===== src/rtl/gcsl_pkg.sv =====
// Shared types and character constants for the G-code serial line checker.
package gcsl_pkg;

  localparam logic [7:0] ChLf    = 8'h0A;
  localparam logic [7:0] ChCr    = 8'h0D;
  localparam logic [7:0] ChSpace = 8'h20;
  localparam logic [7:0] ChStar  = 8'h2A;
  localparam logic [7:0] ChPlus  = 8'h2B;
  localparam logic [7:0] ChMinus = 8'h2D;
  localparam logic [7:0] ChZero  = 8'h30;
  localparam logic [7:0] ChOne   = 8'h31;
  localparam logic [7:0] ChNine  = 8'h39;
  localparam logic [7:0] ChSemi  = 8'h3B;
  localparam logic [7:0] ChM     = 8'h4D;
  localparam logic [7:0] ChN     = 8'h4E;
  localparam logic [7:0] ChBslash = 8'h5C;
  localparam logic [7:0] ChTab   = 8'h09;

  localparam logic [31:0] MagLimit = 32'h8000_0000;
  localparam logic [31:0] PosLimit = 32'h7FFF_FFFF;

  typedef enum logic [1:0] {
    ST_OK      = 2'd0,
    ST_NUM_ERR = 2'd1,
    ST_SUM_ERR = 2'd2,
    ST_NO_SUM  = 2'd3
  } status_t;

  typedef enum logic [3:0] {
    B_IDLE,
    B_SC_RD,
    B_SC_USE,
    B_DECIDE,
    B_PA_RD,
    B_PA_USE,
    B_PA_END,
    B_ERR,
    B_EM_RD,
    B_EM_USE
  } back_state_t;

  function automatic logic is_blank(input logic [7:0] b);
    return (b == ChSpace) || (b >= ChTab && b <= ChCr);
  endfunction

  function automatic logic is_digit(input logic [7:0] b);
    return (b >= ChZero) && (b <= ChNine);
  endfunction

endpackage


===== src/rtl/gcsl_back.sv =====
// Back end: scans a stored line, checks number and checksum, emits results.
module gcsl_back #(
  parameter int LINE_BYTES = 64
) (
  input  logic                          clk,
  input  logic                          rst_n,
  input  logic                          job_valid,
  input  logic [$clog2(LINE_BYTES)-1:0] job_len,
  output logic                          job_pop,
  output logic                          back_busy,
  output logic [$clog2(LINE_BYTES)-1:0] raddr,
  input  logic [7:0]                    rdata,
  output logic                          out_valid,
  input  logic                          out_stall,
  output logic [1:0]                    out_status,
  output logic [7:0]                    out_line_byte,
  output logic                          out_last_of_line,
  output logic signed [31:0]            out_line_number
);
  import gcsl_pkg::*;

  localparam int FW = $clog2(LINE_BYTES);

  back_state_t   st_r, st_nxt;
  logic [FW-1:0] len_r, len_nxt, a_r, a_nxt;
  logic          seen_r, seen_nxt, numd_r, numd_nxt, semi_r, semi_nxt;
  logic [FW-1:0] c_r, c_nxt, rel_r, rel_nxt, npos_r, npos_nxt, star_r, star_nxt;
  logic [7:0]    h1_r, h1_nxt, h2_r, h2_nxt, h3_r, h3_nxt;
  logic          m110_r, m110_nxt, npf_r, npf_nxt, hstar_r, hstar_nxt;
  logic [7:0]    sum_r, sum_nxt, xr_r, xr_nxt;
  logic          neg_r, neg_nxt, dig_r, dig_nxt, ph_r, ph_nxt;
  logic [31:0]   mag_r, mag_nxt, num_r, num_nxt, lastn_r, lastn_nxt;
  status_t       err_r, err_nxt;

  logic          ov_r, ov_nxt, ol_r, ol_nxt;
  status_t       os_r, os_nxt;
  logic [7:0]    ob_r, ob_nxt;
  logic [31:0]   on_r, on_nxt;

  logic          out_free;
  logic [FW-1:0] rel_cur, base;
  logic [35:0]   mag_ext;
  logic [31:0]   val, next_num;

  assign out_free = ~ov_r | ~out_stall;
  assign next_num = lastn_r + 32'd1;
  assign rel_cur  = seen_r ? rel_r : '0;
  assign base     = (m110_r && npf_r) ? npos_r : c_r;
  assign mag_ext  = {1'b0, mag_r, 3'b000} + {3'b000, mag_r, 1'b0} + {28'd0, rdata - ChZero};
  assign val      = neg_r ? (32'd0 - mag_r) : ((mag_r > PosLimit) ? PosLimit : mag_r);

  always_comb begin
    st_nxt = st_r;  len_nxt = len_r;  a_nxt = a_r;
    seen_nxt = seen_r;  numd_nxt = numd_r;  semi_nxt = semi_r;
    c_nxt = c_r;  rel_nxt = rel_r;  npos_nxt = npos_r;  star_nxt = star_r;
    h1_nxt = h1_r;  h2_nxt = h2_r;  h3_nxt = h3_r;
    m110_nxt = m110_r;  npf_nxt = npf_r;  hstar_nxt = hstar_r;
    sum_nxt = sum_r;  xr_nxt = xr_r;
    neg_nxt = neg_r;  dig_nxt = dig_r;  ph_nxt = ph_r;
    mag_nxt = mag_r;  num_nxt = num_r;  lastn_nxt = lastn_r;  err_nxt = err_r;
    ov_nxt = ov_r & out_stall;
    os_nxt = os_r;  ob_nxt = ob_r;  ol_nxt = ol_r;  on_nxt = on_r;
    job_pop = 1'b0;
    case (st_r)
      B_IDLE: begin
        if (job_valid) begin
          job_pop   = 1'b1;
          len_nxt   = job_len;
          a_nxt     = '0;
          seen_nxt  = 1'b0;  numd_nxt = 1'b0;  semi_nxt = 1'b0;
          m110_nxt  = 1'b0;  npf_nxt  = 1'b0;  hstar_nxt = 1'b0;
          xr_nxt    = '0;    sum_nxt  = '0;    rel_nxt  = '0;
          c_nxt     = '0;    npos_nxt = '0;    star_nxt = '0;
          st_nxt    = B_SC_RD;
        end
      end
      B_SC_RD: st_nxt = B_SC_USE;
      B_SC_USE: begin
        if (a_r == '0) semi_nxt = (rdata == ChSemi);
        if (seen_r || rdata != ChSpace) begin
          if (!seen_r) begin
            seen_nxt = 1'b1;
            c_nxt    = a_r;
            numd_nxt = (rdata == ChN);
          end
          if (rdata == ChStar) begin
            star_nxt  = a_r;
            hstar_nxt = 1'b1;
            sum_nxt   = xr_r;
          end
          xr_nxt = xr_r ^ rdata;
          if (rel_cur >= FW'(3) && h3_r == ChM && h2_r == ChOne && h1_r == ChOne &&
              rdata == ChZero) begin
            m110_nxt = 1'b1;
          end
          if (rel_cur >= FW'(4) && rdata == ChN && !npf_r) begin
            npf_nxt  = 1'b1;
            npos_nxt = a_r;
          end
          h3_nxt  = h2_r;
          h2_nxt  = h1_r;
          h1_nxt  = rdata;
          rel_nxt = rel_cur + 1'b1;
        end
        if (a_r + 1'b1 == len_r) begin
          st_nxt = B_DECIDE;
        end else begin
          a_nxt  = a_r + 1'b1;
          st_nxt = B_SC_RD;
        end
      end
      B_DECIDE: begin
        if (numd_r) begin
          a_nxt   = base + 1'b1;
          neg_nxt = 1'b0;  dig_nxt = 1'b0;  mag_nxt = '0;  ph_nxt = 1'b0;
          st_nxt  = B_PA_RD;
        end else if (semi_r) begin
          st_nxt = B_IDLE;
        end else begin
          a_nxt  = '0;
          st_nxt = B_EM_RD;
        end
      end
      B_PA_RD: st_nxt = (a_r == len_r) ? B_PA_END : B_PA_USE;
      B_PA_USE: begin
        if (is_digit(rdata)) begin
          dig_nxt = 1'b1;
          mag_nxt = (mag_ext > {4'd0, MagLimit}) ? MagLimit : mag_ext[31:0];
          a_nxt   = a_r + 1'b1;
          st_nxt  = B_PA_RD;
        end else if (!dig_r && is_blank(rdata)) begin
          a_nxt  = a_r + 1'b1;
          st_nxt = B_PA_RD;
        end else if (!dig_r && (rdata == ChPlus || rdata == ChMinus)) begin
          neg_nxt = (rdata == ChMinus);
          dig_nxt = 1'b1;
          a_nxt   = a_r + 1'b1;
          st_nxt  = B_PA_RD;
        end else begin
          st_nxt = B_PA_END;
        end
      end
      B_PA_END: begin
        if (!ph_r) begin
          num_nxt = val;
          if (!m110_r && val != next_num) begin
            err_nxt = ST_NUM_ERR;
            st_nxt  = B_ERR;
          end else if (!hstar_r) begin
            err_nxt = ST_NO_SUM;
            st_nxt  = B_ERR;
          end else begin
            a_nxt   = star_r + 1'b1;
            neg_nxt = 1'b0;  dig_nxt = 1'b0;  mag_nxt = '0;  ph_nxt = 1'b1;
            st_nxt  = B_PA_RD;
          end
        end else if (val != {24'd0, sum_r}) begin
          err_nxt = ST_SUM_ERR;
          st_nxt  = B_ERR;
        end else begin
          lastn_nxt = num_r;
          a_nxt     = '0;
          st_nxt    = semi_r ? B_IDLE : B_EM_RD;
        end
      end
      B_ERR: begin
        if (out_free) begin
          ov_nxt = 1'b1;  os_nxt = err_r;  ob_nxt = '0;  ol_nxt = 1'b1;
          on_nxt = next_num;
          st_nxt = B_IDLE;
        end
      end
      B_EM_RD: st_nxt = B_EM_USE;
      B_EM_USE: begin
        if (out_free) begin
          ov_nxt = 1'b1;  os_nxt = ST_OK;  ob_nxt = rdata;
          ol_nxt = (a_r + 1'b1 == len_r);
          on_nxt = lastn_r;
          if (a_r + 1'b1 == len_r) begin
            st_nxt = B_IDLE;
          end else begin
            a_nxt  = a_r + 1'b1;
            st_nxt = B_EM_RD;
          end
        end
      end
      default: st_nxt = B_IDLE;
    endcase
  end

  always_ff @(posedge clk) begin
    if (!rst_n) begin
      st_r    <= B_IDLE;
      ov_r    <= 1'b0;
      lastn_r <= '0;
    end else begin
      st_r    <= st_nxt;
      ov_r    <= ov_nxt;
      lastn_r <= lastn_nxt;
    end
  end

  always_ff @(posedge clk) begin
    len_r <= len_nxt;  a_r <= a_nxt;
    seen_r <= seen_nxt;  numd_r <= numd_nxt;  semi_r <= semi_nxt;
    c_r <= c_nxt;  rel_r <= rel_nxt;  npos_r <= npos_nxt;  star_r <= star_nxt;
    h1_r <= h1_nxt;  h2_r <= h2_nxt;  h3_r <= h3_nxt;
    m110_r <= m110_nxt;  npf_r <= npf_nxt;  hstar_r <= hstar_nxt;
    sum_r <= sum_nxt;  xr_r <= xr_nxt;
    neg_r <= neg_nxt;  dig_r <= dig_nxt;  ph_r <= ph_nxt;
    mag_r <= mag_nxt;  num_r <= num_nxt;  err_r <= err_nxt;
    os_r <= os_nxt;  ob_r <= ob_nxt;  ol_r <= ol_nxt;  on_r <= on_nxt;
  end

  assign back_busy        = (st_r != B_IDLE);
  assign raddr            = a_r;
  assign out_valid        = ov_r;
  assign out_status       = os_r;
  assign out_line_byte    = ob_r;
  assign out_last_of_line = ol_r;
  assign out_line_number  = on_r;

  a_err_last: assert property (@(posedge clk) disable iff (!rst_n)
    (ov_r && os_r != ST_OK) |-> (ol_r && ob_r == 8'd0))
    else $error("error result not final or carries a byte");
  a_idle_stays: assert property (@(posedge clk) disable iff (!rst_n)
    (st_r == B_IDLE && !job_valid) |=> (st_r == B_IDLE))
    else $error("back end left idle without a line");
  a_scan_bound: assert property (@(posedge clk) disable iff (!rst_n)
    (st_r == B_SC_USE || st_r == B_EM_USE) |-> (a_r < len_r))
    else $error("read beyond line length");

endmodule


===== config.mk =====
export PLATFORM = sky130hd
export DESIGN_NAME = gcsl_back
export DESIGN_NICKNAME = d
export VERILOG_FILES = /design/src/rtl/gcsl_pkg.sv /design/src/rtl/gcsl_back.sv
export SDC_FILE = /design/constraint.sdc
export NUM_CORES = 1
export LEC_CHECK = 0
export ABC_AREA = 0
export BUFFER_PORTS_ARGS = -buffer_cell sky130_fd_sc_hd__buf_2
export CORE_MARGIN = 2
export CORE_UTILIZATION = 35
export DETAILED_ROUTE_END_ITERATION = 8
export GPL_TIMING_DRIVEN = 0
export PLACE_DENSITY = 0.58
export RECOVER_POWER = 50
export SLEW_MARGIN = 30
export SYNTH_ARGS = -nofsm -noshare
export SYNTH_HDL_FRONTEND = slang
export SYNTH_SLANG_ARGS = --single-unit

===== constraint.sdc =====
create_clock -name clk -period 7.2 [get_ports clk]
set_clock_uncertainty 0.15 [all_clocks]
set_input_delay 0.36 -clock clk [delete_from_list [all_inputs] [get_ports clk]]
set_output_delay 0.36 -clock clk [all_outputs]
set_load 0.01 [all_outputs]

After elaboration in Yosys (flattened, before gate mapping) --
Index checks and enable logic that the tools add are counted.
Operators by class: add/sub/neg operators 9, $mul 0, divide/modulo/power cells 0, order comparisons 8, eq/ne operators 50, shifts and indexed selects 0, mux-type cells 110, bitwise logic cells 7, reduce and logical (&&, ||, !) cells 45
Operator list (count):
- 2-to-1 mux 32 bit | 10
- 2-to-1 mux 6 bit | 21
- case mux 32 bit (3 select lines) | 1
- equality test 8 x 6 -> 1 bit, second input constant | 8
- case mux 32 bit (2 select lines) | 1
- 2-to-1 mux 8 bit | 6
- case mux 6 bit (2 select lines) | 4
- case mux 8 bit (2 select lines) | 3
- case mux 4 bit (10 select lines) | 1
- adder 35 x 33 -> 36 bit | 1
- adder 36 x 8 -> 36 bit | 1
- greater-than comparator 36 x 32 -> 1 bit, second input constant | 1
- case mux 6 bit (6 select lines) | 1
- inequality test 2 bit, second input constant | 17
- adder 32 x 1 -> 32 bit, second input constant | 1
- greater-than comparator 32 x 31 -> 1 bit, second input constant | 1
- 2-to-1 mux 4 bit | 8
- inequality test 32 bit | 1
- inequality test 32 x 8 -> 1 bit | 1
- subtractor 1 x 32 -> 32 bit, first input constant | 1
- 2-to-1 mux 1 bit | 30
- 2-to-1 mux 2 bit | 13
- adder 6 x 1 -> 6 bit, second input constant | 4
- inequality test 3 bit, second input constant | 6
- 40 further kinds | 87
Storage, ports and cells: flip-flop bits (word level) 231, bits in latches 0, RAM bits 0, memory bits (read-only) 0, bits of input ports 18, output and inout bits 52, logic and storage cells 259, memories kept 0

Longest topological paths before layout --
Gate-level depths: netlist (run 1).
word-level depth 9, mapped depth 15, depth with buffers taken out 14

Least setup slack after synthesis (run 1) --
No wires, ideal clock.
path kind flip-flop to flip-flop, start point reg mag_r[18], end point reg mag_r[0] (enable), library setup time 0.461 ns, arrival time 5.989 ns, required time 6.589 ns, setup slack 0.600 ns, cell stages (with the launch flop) 12, path buffers 1, clock period less this slack 6.600 ns, cell sequence edfxtp_1 > clkbuf_1 > or4_4 > or4b_2 > o41ai_1 > a21oi_1 > xnor2_1 > or4_1 > or4_1 > o31ai_4 > a21oi_1 > nor3_1
Between the ends: cells in the longest elaborated chain, start to end 7, elaborated cells on any way between the ends 8, classes of those cells add/sub: 1; order compare: 1; eq/ne: 2; mux: 2; reduce/logical: 2
RTL lines:
- from (decl) | RTL line gcsl_back.sv:32 | logic [31:0] mag_r, mag_nxt, num_r, num_nxt, lastn_r, lastn_nxt;
- from (signal assigned) | RTL line gcsl_back.sv:211 | mag_r <= mag_nxt; num_r <= num_nxt; err_r <= err_nxt;
- greater-than comparator 32 x 31 -> 1 bit | RTL line gcsl_back.sv:50 | assign val = neg_r ? (32'd0 - mag_r) : ((mag_r > PosLimit) ? PosLimit : mag_r);
- 2-to-1 mux 32 bit | RTL line gcsl_back.sv:50
- 2-to-1 mux 32 bit (*) | RTL line gcsl_back.sv:50
- net val[23] | RTL line gcsl_back.sv:43 | logic [31:0] val, next_num;
- inequality test 32 bit (*) | RTL line gcsl_back.sv:146 | if (!m110_r && val != next_num) begin
- logical AND 1 bit (*) | RTL line gcsl_back.sv:146
- inequality test 2 bit (no line) (*)
- AND reduction 6 bit (no line) (*)
Mark *: on every way through the listed nets, which the timed path passes. The rest lies on a longest branch. A chain may end at the register's enable or synchronous reset.

Worst setup path after layout (run 1) --
start point reg mag_r[1], end point reg mag_r[24] (enable)
The elaborated chain is that of the path after synthesis.

==> metrics.md, run 1 <==
| Metric | Value |
|---|---|
| 1st-pass router iterations | `5` |
| Die width | `~210 um` |
| Worst hold path endpoint | `out_valid` |
| First-pass GRT wire length | `approximately 60000 um` |
| Area share of the largest cell type after synthesis | `about two fifths` |
| Largest net degree at the start of global routing | `26` |
| Tcrit/Tclk final | `between 80% and 90%` |
| Crit. End Element | `flip-flop` |
| Post-synthesis cell type count | `81` |
| 1st-iter DRT viols | `733` |
| Vias in the first global route | `~11000` |
| Final Setup Violations | `0` |
| Initial antenna violation count | `0` |
| Mux cell area share after synthesis | `2.852%` |
| Syn avg cell area | `10.21 um2` |
| Synth Flop Type | `edfxtp_1` |
| Total GRT Usage | `between 10% and 20%` |
| Maximum vdd drop | `roughly 0.13 mV` |
| Row cnt | `74` |
| Ys Warns | `0` |
| Filler cell count | `roughly 4000` |
| Inserted Clock Buffers | `24` |
| CTS H-tree depth | `1` |
| Rel. slew slack | `-31.85%` |
| RSZ-0062 raised after global routing | `false` |
| Die Area | `around 43000 um2` |
| Dominant cell type by area after synthesis | `edfxtp_1` |
| Initial core utilization | `between 30% and 40%` |
| WP data required | `7.29 ns` |
| Placed insts | `2020` |
| Worst EP arrival | `~6.1 ns` |
| Ports | `70` |
| Gr ovfl total | `0` |
| Clk sink count | `approximately 230` |
| Hold Path Class | `primary input to flip-flop` |
| Crit path max fanout | `10` |
| Cells on worst reg2reg path | `15` |
| Final #Nets | `1622` |
| Remaining antenna violation count | `0` |
| Total Power | `just over 3 mW` |
| Layout Cells excl Fill | `a little over 2000` |
| Worst-case hold slack | `0.07389 ns` |
| Syn nets | `~1500` |
| Clk Tree Root Cell | `clkbuf_16` |
| Area Overhead vs Synth | `13.37%` |
| Max Freq | `~170 MHz` |
| Number of remaining DRC errors | `0` |
| Register area | `about 6600 um2` |
| Post-synthesis cell count | `~1400` |
| Syn Std Cell Area | `14440 um2` |
| Synth Area in Adders | `around 7.0%` |
| Simple-Gate Fraction of Synth Area | `between 10% and 20%` |
| Failing checks | `max-capacitance violations, max-slew violations` |
| XOR/XNOR share of the synthesized area | `9.344%` |
| Largest family of logic cells by synthesized area | `simple AND/OR/NAND/NOR gates` |
| Vias | `between 10000 and 15000` |
| Final Hold Vio Count | `0` |
| Post-synthesis register bit count | `roughly 230` |
| Final core occ | `between 40% and 50%` |
| Synth async-reset ratio | `0%` |
| Lkg Pwr | `around 5.8 nW` |
| Slew @ Worst Pin | `1.970 ns` |
| Total setup buffers inserted after CTS | `0` |
| Max cap viols | `3` |
| Reg2reg start | `mag_r[1]` |
| Core Area | `40740 um2` |
| Area of the multi-input gates | `~7400 um2` |
| Sequential share of the synthesized area | `45.49%` |
| Tmin final | `5.962 ns` |
| CTS clk-pin slew, worst paths | `around 0.060 ns` |
| Final RePlAce weighted congestion | `a little under 0.9` |
| Hold Crit Depth | `3` |
| Routed WL | `approximately 38000 um` |
| R2r endpoint | `mag_r[24]` |
| Min-Delay Startpoint | `out_stall` |
| Detail Placement HPWL | `between 20000 and 30000 um` |
| Die Y-Extent | `207.1 um` |
| Number of synthesized flops with an enable pin | `194` |
| Worst-skew pair later-pin latency | `~0.54 ns` |
| Pwr per Cell Area | `roughly 190 nW/um2` |
| Post-DR wirelength/cell | `~18 um` |
| Final Max Tran Viols | `57` |
| Compound-cell area share of the yosys netlist | `between 10% and 20%` |
| Startpoint Class | `flip-flop` |
| Drt via density | `approximately 5.4` |
| CTS tree | `yes` |
| Main area contributors after synthesis | `edfxtp_1 (40%), ha_1 (6.2%), xnor2_1 (5.9%)` |
| Register-to-register setup slack | `around 1.2 ns` |
| N_diodes | `0` |
| CTS resizes | `0` |
| Clk buf depth | `3` |
| Outcome | `finished with violations` |
| Critical path class | `flip-flop to flip-flop` |
| Port bufs | `68` |
| Layout cells sized above 1 | `5.502%` |
## registers in the layout, summed over array words and instances, names as in the netlist, 2 cells and up
register and count:
mag_r 32, out_line_number 32, sum_r 8, h3_r 8, xr_r 8, num_r 32
c_r 6, rel_r 6, err_r 2, out_status 2, npos_r 6, out_line_byte 8
star_r 6, h1_r 8, lastn_r 32, h2_r 8, st_r 4, len_r 6
raddr 6
## metal layers
metal  wire [um]  vias up  GRT usage (%)
li1            -     5489              -
met1       18000     5327          24.80
met2       17030      292          27.28
met3        1745       51          1.759
met4         838        0          4.507
met5           0        -              0
## cell usage in the layout, fill, tap and decap left out, drive strengths merged, types with 20 or more instances in the layout
| master | count |
|---|---|
| edfxtp | 194 |
| clkbuf | 163 |
| nor2 | 112 |
| xnor2 | 98 |
| nand2 | 75 |
| a21oi | 74 |
| ha | 71 |
| xor2 | 56 |
| nor3 | 51 |
| inv | 50 |
| o21ai | 45 |
| nor2b | 43 |
| mux2i | 40 |
| nand3 | 39 |
| dfxtp | 37 |
| nor4 | 28 |
| nand4 | 27 |
| and3 | 25 |
| nor3b | 20 |
## cell type report
type | count | share of cell area [%]
sequential | 231 | 40.13
clock buffer | 31 | 4.022
multi-input combinational | 1055 | 45.05
inverter | 51 | 1.170
timing repair buffer | 87 | 2.982
tap | 532 | 4.068
buffer | 77 | 1.843
clock inverter | 13 | 0.7416
## cells in the mapped netlist, types with 5 or more instances
cell type  instances
edfxtp_1         194
nor2_1           111
xnor2_1           98
nand2_1           75
a21oi_1           73
ha_1              71
clkbuf_1          69
xor2_1            56
nor3_1            51
inv_1             50
o21ai_0           45
nor2b_1           43
mux2i_1           40
nand3_1           39
dfxtp_1           37
nand4_1           27
nor4_1            27
and3_1            25
a21o_1            19
nor3b_1           19
or3_1             18
and2_1            16
or4_1             16
a211oi_1          13
a31oi_1           12
nand2b_1          10
or2_2             10
o21a_1             9
o21bai_1           9
a311oi_1           8
a41oi_1            7
o211ai_1           7
fa_1               6
o221ai_1           6
nor4b_1            5
o311ai_0           5
o31a_1             5
## report_power, final
group	switching [mW]	internal [mW]	leakage, nW	total [mW]
registers	0.0326	1.50	2.15	1.53
logic	0.157	0.0937	3.28	0.251
clock network	0.530	0.718	0.391	1.25
## worst max-delay path by stage
stage | start | endpoint | slack, ns | cells after the start
final | mag_r[1] | mag_r[24] | 1.24 | 15
after CTS | mag_r[1] | mag_r[23] | 1.19 | 15
after global routing | mag_r[0] | mag_r[24] | 0.87 | 15
after floorplan | mag_r[18] | mag_r[0] | 0.60 | 11
after detailed placement | mag_r[1] | mag_r[31] | 1.22 | 15
after global placement | mag_r[1] | mag_r[31] | -0.81 | 12
## critical path, stage by stage, from the launching register on
cell and delay, ns:
edfxtp_1 0.54, inv_1 0.11, ha_1 0.22, nor3b_2 0.45
nand4_1 0.52, o311a_1 0.47, a21oi_1 0.33, xnor2_1 0.14
or4_1 0.51, or4_1 0.54, o31ai_4 0.35, a21oi_1 0.24
nor3_2 0.40, buf_4 0.27, buf_4 0.21, buf_4 0.21
## logic make-up after synthesis
group | count (synthesis)
buf+inv | 128
compound gates | 265
simple gates | 518
flops | 231
fa+ha+maj | 77
xor+xnor | 154
mux | 41
## per-stage QoR
stage / TNS [ns] / instance area [um2] / setup slack, ns
5_1_grt: 0 / 16360 / 0.8731
2_1_floorplan: 0 / 14440 / 0.6003
3_3_place_gp: -25.97 / 15440 / -0.8142
3_5_place_dp: 0 / 15570 / 1.221
6_report: 0 / 16360 / 1.238
4_1_cts: 0 / 16480 / 1.191
## timing repair
| action | CTS | global route |
|---|---|---|
| setup endpoints to repair | 0 | 0 |
| hold endpoints to repair | 13 | 0 |
| hold buffers | 13 | 0 |
No activity file was read; power rests on OpenSTA's default activity.
==> inputs of run 2 (changes only) <==
--- a/config.mk
+++ b/config.mk
@@ -11,7 +11,7 @@
 export CORE_UTILIZATION = 35
 export DETAILED_ROUTE_END_ITERATION = 8
 export GPL_TIMING_DRIVEN = 0
-export PLACE_DENSITY = 0.58
+export PLACE_DENSITY = 0.6
 export RECOVER_POWER = 50
 export SLEW_MARGIN = 30
 export SYNTH_ARGS = -nofsm -noshare
==> constraint.sdc (replaced) <==
create_clock -name clk -period 5.32 [get_ports clk]
set_clock_uncertainty 0.15 [all_clocks]
set_input_delay 0.266 -clock clk [delete_from_list [all_inputs] [get_ports clk]]
set_output_delay 0.266 -clock clk [all_outputs]
set_load 0.01 [all_outputs]
==> run 2 against run 1 <==
The flow still finishes with violations (max-capacitance violations, max-slew violations). Wire length grew 0.16%. Critical path depth shrank 2. Global-route usage is essentially flat. First-iteration DRC count grew 3.5%. Worst hold slack lost 0.044 ns. Maximum frequency grew 16%. Power grew 34%. Core utilization grew 0.19 points. Setup slack lost 1.1 ns. Register-to-register slack lost 1.1 ns. Critical path type unchanged. Largest cell class unchanged. Highest routed layer unchanged.
==> metrics.md, run 2 (synthesis results as in run 1) <==
| Metric | Value |
|---|---|
| Vias in the first global route | `10860` |
| Worst Path Buf+Inv | `3` |
| Largest net degree at the start of global routing | `26` |
| Total GRT Usage | `17.13%` |
| RSZ-0062 raised after global routing | `false` |
| Initial antenna violation count | `0` |
| Cells on worst reg2reg path | `13` |
| Reg2reg start | `mag_r[18]` |
| Most frequent cells in the layout | `edfxtp_1 (194), clkbuf_1 (135), nor2_1 (111)` |
| Crit-path max cell delay | `0.63 ns` |
| Failing checks | `max-capacitance violations, max-slew violations` |
| R2r endpoint | `mag_r[26]` |
| Top cell family by delay on the critical path | `simple AND/OR/NAND/NOR gates` |
| CTS H-tree depth | `1` |
| Final #Nets | `~1600` |
| Lkg Pwr | `5.848 nW` |
| Drt via density | `5.430` |
| Gr ovfl total | `0` |
| Maximum vdd drop | `0.1591 mV` |
| Area Overhead vs Synth | `13.90%` |
| Vias | `roughly 11000` |
| Post-DP Area | `roughly 16000 um2` |
| Port bufs | `between 60 and 70` |
| Register-to-register setup slack | `about 0.17 ns` |
| Crit. End Element | `flip-flop` |
| Rel. slew slack | `-31.54%` |
| WP data required | `5.40 ns` |
| Die width | `between 200 and 250 um` |
| Outcome | `finished with violations` |
| 1st-iter DRT viols | `~760` |
| CTS clk-pin slew, worst paths | `~0.07 ns` |
| Commonest non-fill, non-tap cell in the layout | `edfxtp_1` |
| Core Area | `40740 um2` |
| Slew @ Worst Pin | `between 1.5 and 2 ns` |
| Ports | `70` |
| Clk buf depth | `3` |
| Tcrit/Tclk final | `between 90% and 100%` |
| Die Y-Extent | `207.1 um` |
| Layout cells sized above 1 | `~6.3%` |
| Routed WL | `between 30000 and 40000 um` |
| Startpoint Class | `flip-flop` |
| CP Depth | `13` |
| Row cnt | `74` |
| Clk Tree Root Cell | `clkbuf_16` |
| Worst-case hold slack | `~0.03 ns` |
| N_diodes | `0` |
| Initial core utilization | `between 30% and 40%` |
| Worst-skew pair later-pin latency | `0.54 ns` |
| Remaining antenna violation count | `0` |
| Max cap viols | `2` |
| Max Freq | `194.0 MHz` |
| First-pass GRT wire length | `~60000 um` |
| Post-DR wirelength/cell | `18.08 um` |
| Detail Placement HPWL | `28870 um` |
| Die Area | `~43000 um2` |
| Hold Path Class | `primary input to flip-flop` |
| Final Setup Violations | `0` |
| Slowest cell on the critical path | `or4_4` |
| Clk sink count | `231` |
| CTS tree | `yes` |
| Crit path max fanout | `16` |
| CP endpoint | `mag_r[26]` |
| Final instance area | `~16000 um2` |
| Final Max Tran Viols | `46` |
| Final Hold Vio Count | `0` |
| Final RePlAce weighted congestion | `just under 0.9` |
| 1st-pass router iterations | `9` |
| Inserted Clock Buffers | `25` |
| Worst Setup SP | `mag_r[18]` |
| CP Cell Sequence | `clkbuf_1, or4_4, or4b_4, o41ai_1, a21oi_1, xnor2_1, or4_1, or4_1, o31ai_4, a21oi_2, nor3_4, buf_6, buf_6` |
| Critical path class | `flip-flop to flip-flop` |
| Worst EP arrival | `5.23 ns` |
| Pwr per Cell Area | `~250 nW/um2` |
| Tmin final | `5.154 ns` |
| Number of remaining DRC errors | `0` |
run 2: routing by layer:
| layer | share of wire [%] | global-route usage, % | up-vias |
|---|---|---|---|
| met5 | 0 | 0 | - |
| met2 | 46 | 27.54 | 325 |
| li1 | - | - | 5487 |
| met3 | 4.6 | 1.880 | 62 |
| met1 | 48 | 24.53 | 5442 |
| met4 | 2.2 | 4.581 | 0 |
run 2: cell type report:
type / instances / area (um2)
clock buffer: 34 / 659.4
sequential: 231 / 6566
timing repair buffer: 92 / 524.3
clock inverter: 12 / 90.09
fill: 3998 / 24300
buffer: 77 / 314.1
tap: 532 / 665.6
inverter: 51 / 191.4
multi-input combinational: 1055 / 7431
run 2: how the worst min path moves through the flow:
stage | from | endpoint | cells after the start
6_report | rst_n | out_valid | 2
3_3_place_gp | h1_r[3] | h2_r[3] | 0
3_5_place_dp | h1_r[3] | h2_r[3] | 0
4_1_cts | rdata[4] | xr_r[4] | 3
2_1_floorplan | rdata[0] | h1_r[0] | 0
5_1_grt | rst_n | st_r[3] | 2
run 2: timing repair:
action / 4_1_cts / 5_1_grt
setup endpoints to repair: 22 / 87
setup buffers: 3 / 1
pin swaps: 2 / 2
hold buffers: 15 / 0
resized for setup: 3 / 13
endpoints found under the hold margin: 15 / 0
run 2: where the power goes:
group	leakage (nW)	internal, mW	switching, mW
sequential	2.15	2.03	0.0445
clock	0.372	0.920	0.712
combinational	3.33	0.131	0.218
run 2: stage by stage:
stage	power (mW)	setup slack, ns	std cells	utilization, %	TNS (ns)
after floorplan	2.337	0.1522	1414	-	0
final	4.057	0.1664	2084	40.36	0
after global routing	4.197	0.01727	2084	40.36	0
after detailed placement	2.452	-0.2153	2019	38.20	-6.431
after CTS	4.090	0.01957	2083	40.49	0
after global placement	2.445	-0.6886	2014	37.93	-29.74
